## src/hw/rtl/cau_pkg.sv

```systemverilog
`default_nettype none

package cau_pkg;

    localparam int CAU_FRAC_BITS   = 16;
    localparam int CAU_QUEUE_DEPTH = 4;
    localparam int CAU_DIV_STEPS   = 32;

    localparam logic [2:0] CMD_ADD = 3'd0;
    localparam logic [2:0] CMD_SUB = 3'd1;
    localparam logic [2:0] CMD_MUL = 3'd2;
    localparam logic [2:0] CMD_DIV = 3'd3;
    localparam logic [2:0] CMD_EQ  = 3'd4;
    localparam logic [2:0] CMD_NE  = 3'd5;

    localparam logic [1:0] ST_OK   = 2'd0;
    localparam logic [1:0] ST_DIV0 = 2'd1;
    localparam logic [1:0] ST_SAT  = 2'd2;

    typedef enum logic [2:0] {
        OP_ADD,
        OP_SUB,
        OP_MUL,
        OP_DIV,
        OP_EQ,
        OP_NE,
        OP_NONE
    } op_t;

    typedef struct packed {
        op_t         op;
        logic [31:0] a_re;
        logic [31:0] a_im;
        logic [31:0] b_re;
        logic [31:0] b_im;
    } cau_item_t;

    typedef struct packed {
        logic [31:0] re;
        logic [31:0] im;
        logic        cmp_true;
        logic [1:0]  status;
    } cau_res_t;

    typedef struct packed {
        logic        sat;
        logic [31:0] val;
    } cau_fin_t;

    // apply sign to a magnitude and clamp to the signed 32-bit range
    function automatic cau_fin_t finish(input logic neg, input logic [64:0] mag);
        cau_fin_t f;
        f.sat = neg ? (mag > 65'h0_8000_0000) : (mag > 65'h0_7FFF_FFFF);
        if (f.sat)
        begin
            f.val = neg ? 32'h8000_0000 : 32'h7FFF_FFFF;
        end
        else
        begin
            f.val = neg ? (32'd0 - mag[31:0]) : mag[31:0];
        end
        return f;
    endfunction

    // clamp an exact 33-bit sum
    function automatic cau_fin_t sat33(input logic [32:0] s);
        cau_fin_t f;
        f.sat = s[32] ^ s[31];
        if (f.sat)
        begin
            f.val = s[32] ? 32'h8000_0000 : 32'h7FFF_FFFF;
        end
        else
        begin
            f.val = s[31:0];
        end
        return f;
    endfunction

endpackage

`default_nettype wire

```

## src/hw/rtl/cau_if.sv

```systemverilog
`default_nettype none

interface cau_req_if;
    logic        valid;
    logic        ready;
    logic [2:0]  cmd;
    logic [31:0] a_re;
    logic [31:0] a_im;
    logic [31:0] b_re;
    logic [31:0] b_im;

    modport source (output valid, cmd, a_re, a_im, b_re, b_im, input ready);
    modport sink   (input valid, cmd, a_re, a_im, b_re, b_im, output ready);
endinterface


`default_nettype wire

```

## src/hw/rtl/cau_front.sv

```systemverilog
`default_nettype none

module cau_front #(
    parameter int QUEUE_DEPTH = cau_pkg::CAU_QUEUE_DEPTH
) (
    input  wire logic          clk,
    input  wire logic          rst_n,
    cau_req_if.sink            req,
    output cau_pkg::cau_item_t head,
    output logic               head_valid,
    input  wire logic          pop
);
    import cau_pkg::*;

    localparam int PW = (QUEUE_DEPTH > 1) ? $clog2(QUEUE_DEPTH) : 1;
    localparam int CW = $clog2(QUEUE_DEPTH + 1);
    localparam logic [PW-1:0] LAST = PW'(QUEUE_DEPTH - 1);
    localparam logic [CW-1:0] FULL = CW'(QUEUE_DEPTH);

    cau_item_t     mem_reg [QUEUE_DEPTH];
    logic [PW-1:0] wr_ptr_reg, rd_ptr_reg;
    logic [CW-1:0] count_reg, count_next;
    cau_item_t     item;
    logic          push, do_pop;

    always_comb
    begin
        item.a_re = req.a_re;
        item.a_im = req.a_im;
        item.b_re = req.b_re;
        item.b_im = req.b_im;
        case (req.cmd)
            CMD_ADD: item.op = OP_ADD;
            CMD_SUB: item.op = OP_SUB;
            CMD_MUL: item.op = OP_MUL;
            CMD_DIV: item.op = OP_DIV;
            CMD_EQ:  item.op = OP_EQ;
            CMD_NE:  item.op = OP_NE;
            default: item.op = OP_NONE;
        endcase
    end

    assign req.ready  = (count_reg != FULL);
    assign push       = req.valid && req.ready;
    assign head_valid = (count_reg != '0);
    assign do_pop     = pop && head_valid;
    assign head       = mem_reg[rd_ptr_reg];

    always_comb
    begin
        count_next = count_reg;
        if (push && !do_pop)
        begin
            count_next = count_reg + 1'b1;
        end
        else if (do_pop && !push)
        begin
            count_next = count_reg - 1'b1;
        end
    end

    always_ff @(posedge clk or negedge rst_n)
    begin
        if (!rst_n)
        begin
            wr_ptr_reg <= '0;
            rd_ptr_reg <= '0;
            count_reg  <= '0;
        end
        else
        begin
            count_reg <= count_next;
            if (push)
            begin
                wr_ptr_reg <= (wr_ptr_reg == LAST) ? '0 : wr_ptr_reg + 1'b1;
            end
            if (do_pop)
            begin
                rd_ptr_reg <= (rd_ptr_reg == LAST) ? '0 : rd_ptr_reg + 1'b1;
            end
        end
    end

    always_ff @(posedge clk)
    begin
        if (push)
        begin
            mem_reg[wr_ptr_reg] <= item;
        end
    end

endmodule

`default_nettype wire

```

## src/flat_wrapper.sv

```systemverilog
// flat-port wrapper written by rule: the top's interface ports become plain ports
module cau_front_flat import cau_pkg::*;
#(
    parameter int QUEUE_DEPTH = cau_pkg::CAU_QUEUE_DEPTH
)
  (clk, rst_n, head, head_valid, pop, req_valid, req_cmd, req_a_re, req_a_im, req_b_re, req_b_im, req_ready);
  cau_req_if req_i ();
  input  wire logic clk;
  input  wire logic rst_n;
  output cau_pkg::cau_item_t head;
  output logic head_valid;
  input  wire logic pop;
  input wire logic [$bits(req_i.valid)-1:0] req_valid;
  input wire logic [$bits(req_i.cmd)-1:0] req_cmd;
  input wire logic [$bits(req_i.a_re)-1:0] req_a_re;
  input wire logic [$bits(req_i.a_im)-1:0] req_a_im;
  input wire logic [$bits(req_i.b_re)-1:0] req_b_re;
  input wire logic [$bits(req_i.b_im)-1:0] req_b_im;
  output wire logic [$bits(req_i.ready)-1:0] req_ready;
  assign req_i.valid = req_valid;
  assign req_i.cmd = req_cmd;
  assign req_i.a_re = req_a_re;
  assign req_i.a_im = req_a_im;
  assign req_i.b_re = req_b_re;
  assign req_i.b_im = req_b_im;
  assign req_ready = req_i.ready;
  cau_front #(.QUEUE_DEPTH(QUEUE_DEPTH)) u_core (.clk(clk), .rst_n(rst_n), .req(req_i), .head(head), .head_valid(head_valid), .pop(pop));
endmodule
```

## config.mk

```make
export PLATFORM = sky130hd
export DESIGN_NAME = cau_front_flat
export DESIGN_NICKNAME = d
export VERILOG_FILES = /design/src/hw/rtl/cau_pkg.sv /design/src/hw/rtl/cau_if.sv /design/src/hw/rtl/cau_front.sv /design/src/flat_wrapper.sv
export SDC_FILE = /design/constraint.sdc
export NUM_CORES = 1
export LEC_CHECK = 0
export ABC_AREA = 0
export BUFFER_PORTS_ARGS = -buffer_cell sky130_fd_sc_hd__buf_2
export CELL_PAD_IN_SITES_DETAIL_PLACEMENT = 0
export CELL_PAD_IN_SITES_GLOBAL_PLACEMENT = 2
export CORE_ASPECT_RATIO = 1.2
export CORE_UTILIZATION = 40
export CTS_CLUSTER_SIZE = 30
export DETAILED_ROUTE_END_ITERATION = 16
export GPL_TIMING_DRIVEN = 0
export HOLD_SLACK_MARGIN = 0.03
export PLACE_DENSITY_LB_ADDON = 0.08
export SYNTH_ARGS = -nofsm -noshare
export SYNTH_HDL_FRONTEND = slang
export SYNTH_SLANG_ARGS = --single-unit
```

## constraint.sdc

```tcl
create_clock -name clk -period 4.1 [get_ports clk]
set_input_delay 0.41 -clock clk [delete_from_list [all_inputs] [get_ports clk]]
set_output_delay 0.41 -clock clk [all_outputs]
set_load 0.05 [all_outputs]
```

==> impl_metrics.ini <==
[critical_path]
cp_top_family = buffers and inverters
crit_path_max_fanout = 10
crit_path_end_kind = output pin
worst-r2r-cell-count = 5
r2r_setup_slack_ns = 1.41
cp.required_ns = 3.69
critical_path.slowest_cell = buf_2
worst_path_most_repeated_cell = buf_2
crit_arrival_ns = 2.50
cp-start-kind = flop
cp_slowest_stage_delay_ns = 0.40
crit_path_cell_trace = buf_2, buf_2, buf_2, mux4_2, buf_2
critical_path_class = flop to output pin
timing.rr.end = u_core.mem_reg[1][19]
worst-path-buf-inv = 4
r2r_start = u_core.count_reg[0]

[place]
place_area_mm2 = 0.0217
numPortBuffers = 267
dp_hpwl_mm = 24.9
placed_cells = 1623
gp_congestion = 0.669

[logic_synthesis]
syn_area_per_cell_um2 = 26.7
syn_area_mm2 = 0.0193
synthTopCellsByArea = edfxtp_1, mux4_2, dfrtp_1, buf_6, buf_2
synth_top_area_frac = 0.814
syn_nets = 867
yosys.area.top_type = edfxtp_1
postSynthCellCount = 725
yosysWarnings = 0
ys_seq_elements = 531
synth_cell_type_count = 19
ys_seq_area_frac = 0.823

[drt]
num_vias = 9033
drtAntennaViolNets = 0
first_pass_iters = 4
drc_errors = 0
drtIter0Drc = 336
totalWireLength_mm = 40.2
wl_per_cell_um = 21.8
vias_per_cell = 4.90

[pwr]
p_leak_uw = 0.00847
powerDensity_mw_per_mm2 = 815
peakVddDrop_mv = 0.506
fin_total_pwr_uw = 20100

[global_routing]
grt_pass1_wl_mm = 60.7
grt_pass1_vias = 9904
grt.overflow.total = 0
met3_usage = 0.0486
grt_use_met2 = 0.281
grt.busiest_layer = met2
grt_use_total = 0.166
antenna_found_initial = 1
met1_usage = 0.210
grt_max_degree = 53

[sta]
fin_crit_sh = 0.710
holdWs_ns = 0.0743
rsz0062_at_grt = false
worst_slew_margin_rel = 0.470
slew_viol_final = 0
fin_crit_ns = 2.91
hold_viol = 0
fmax_mhz = 344
setup_viol = 0
finClkSkew_ns = 0.00980
tightest_slew_ns = 0.795
tns_ns = 0

[final_layout]
drive_gt1_frac = 0.421
area_growth_pct = 27.6
final_common_cell = edfxtp_1
layout_common_cells = edfxtp_1, buf_2, mux4_2
final-instance-count-excl-fill = 1844
largest_reg_flops = 524
design_area_mm2 = 0.0247
n_fill_cell = 3846
fin_nets = 1324

[job]
maxCapViolations = 0

[status]
status = finished, final reports clean

[clock_tree]
numCtsBuffers = 53
worstSkewPairLatency_ns = 0.58
clockBufferDepth = 3
htreeDepth = 2
path_clk_slew_ns = 0.06
cts.sinks = 531
cts_tree = yes
cts_resized = 0
clockRootBuffer = clkbuf_16

[hold_path]
hold_depth = 1
holdPathEnd = u_core.mem_reg[3][13]
hp-class = input pin to flop
min_from = req_b_im[13]

[die]
dieArea_mm2 = 0.0492
ios = 268
fp.dieH_um = 243
initial_core_util = 0.408
die_w_um = 203
rows = 87
core_area_mm2 = 0.0474
==> layer usage <==
metal | wire (um) | share of wire
met2 | 20200 | 0.50
met5 | 0 | 0
met4 | 757 | 0.019
met1 | 16600 | 0.41
met3 | 2630 | 0.065
==> worst max path at each step <==
stage                              start                    end  slack (ns)  cells past startpoint
detailed placement   u_core.count_reg[0]  u_core.mem_reg[1][63]        1.27                      5
global placement     u_core.count_reg[0]  u_core.mem_reg[1][64]       -0.58                      3
finish              u_core.rd_ptr_reg[1]              head[113]        1.19                      5
CTS                 u_core.rd_ptr_reg[1]              head[110]        1.03                      5
global route        u_core.rd_ptr_reg[1]              head[113]        1.02                      5
floorplan            u_core.count_reg[0]   u_core.mem_reg[0][0]        1.17                      3
==> cells by family (layout without fill, tap and decap cells) <==
| logic type | count (synthesis) | count (layout) | synth area share |
|---|---|---|---|
| DFF | 531 | 531 | 0.823 |
| muxes | 136 | 136 | 0.156 |
| buffers and inverters | 35 | 530 | 0.0115 |
| and+or+nand+nor | 11 | 11 | 0.00278 |
| adders and majority gates | 7 | 7 | 0.00492 |
| xor gates and xnor gates | 3 | 3 | 0.00136 |
| AOI/OAI and AO/OA | 2 | 2 | 0.000777 |
| other | 0 | 1 | 0 |
==> final cells by class <==
class                   count  area [um2]  share of cell area
inverters                   3        11.3            0.000457
clock inverters            30         347              0.0141
multi-input cells         159        3210               0.130
plain buffers              32         211             0.00857
well taps                 623         779              0.0316
flip-flops and latches    531       15900               0.645
diodes                      1        2.50            0.000101
clock buffers              63        1360              0.0553
repair buffers            402        2830               0.115
==> what timing repair did <==
action	CTS	global route
buffers inserted	0	0
endpoints found under the hold margin	508	0
hold buffers	127	0
==> synth_stat cells <==
master and n:
ha_1 6, buf_6 9, dfrtp_1 7, nor2_1 4, nand2_1 2, inv_1 3, and2_1 4, or3_1 1
clkbuf_1 6, buf_2 16, a21boi_0 1, buf_4 1, mux2_2 5, a21boi_1 1, fa_1 1, xnor2_1 1
mux4_2 131, edfxtp_1 524, xor2_1 2
==> worst register-to-register path, stage by stage, from the launching register on <==
cell and delay (ns):
dfrtp_1 0.43, nor2_1 0.09, a21boi_1 0.47, and2_4 0.64, buf_16 0.34, buf_16 0.35
==> metrics by stage <==
step                       util  worst slack (ns)
final                     0.521              1.19
after global routing      0.521              1.02
after global placement    0.453            -0.581
after floorplan               -              1.17
after CTS                 0.521              1.03
after detailed placement  0.458              1.27
==> where the power goes <==
part           switching (uW)  internal [uW]
sequential                212           7150
clock                    1950           2860
combinational            5540           2390
total                    7700          12400
Note: power is estimated with default switching activity, not from simulation.
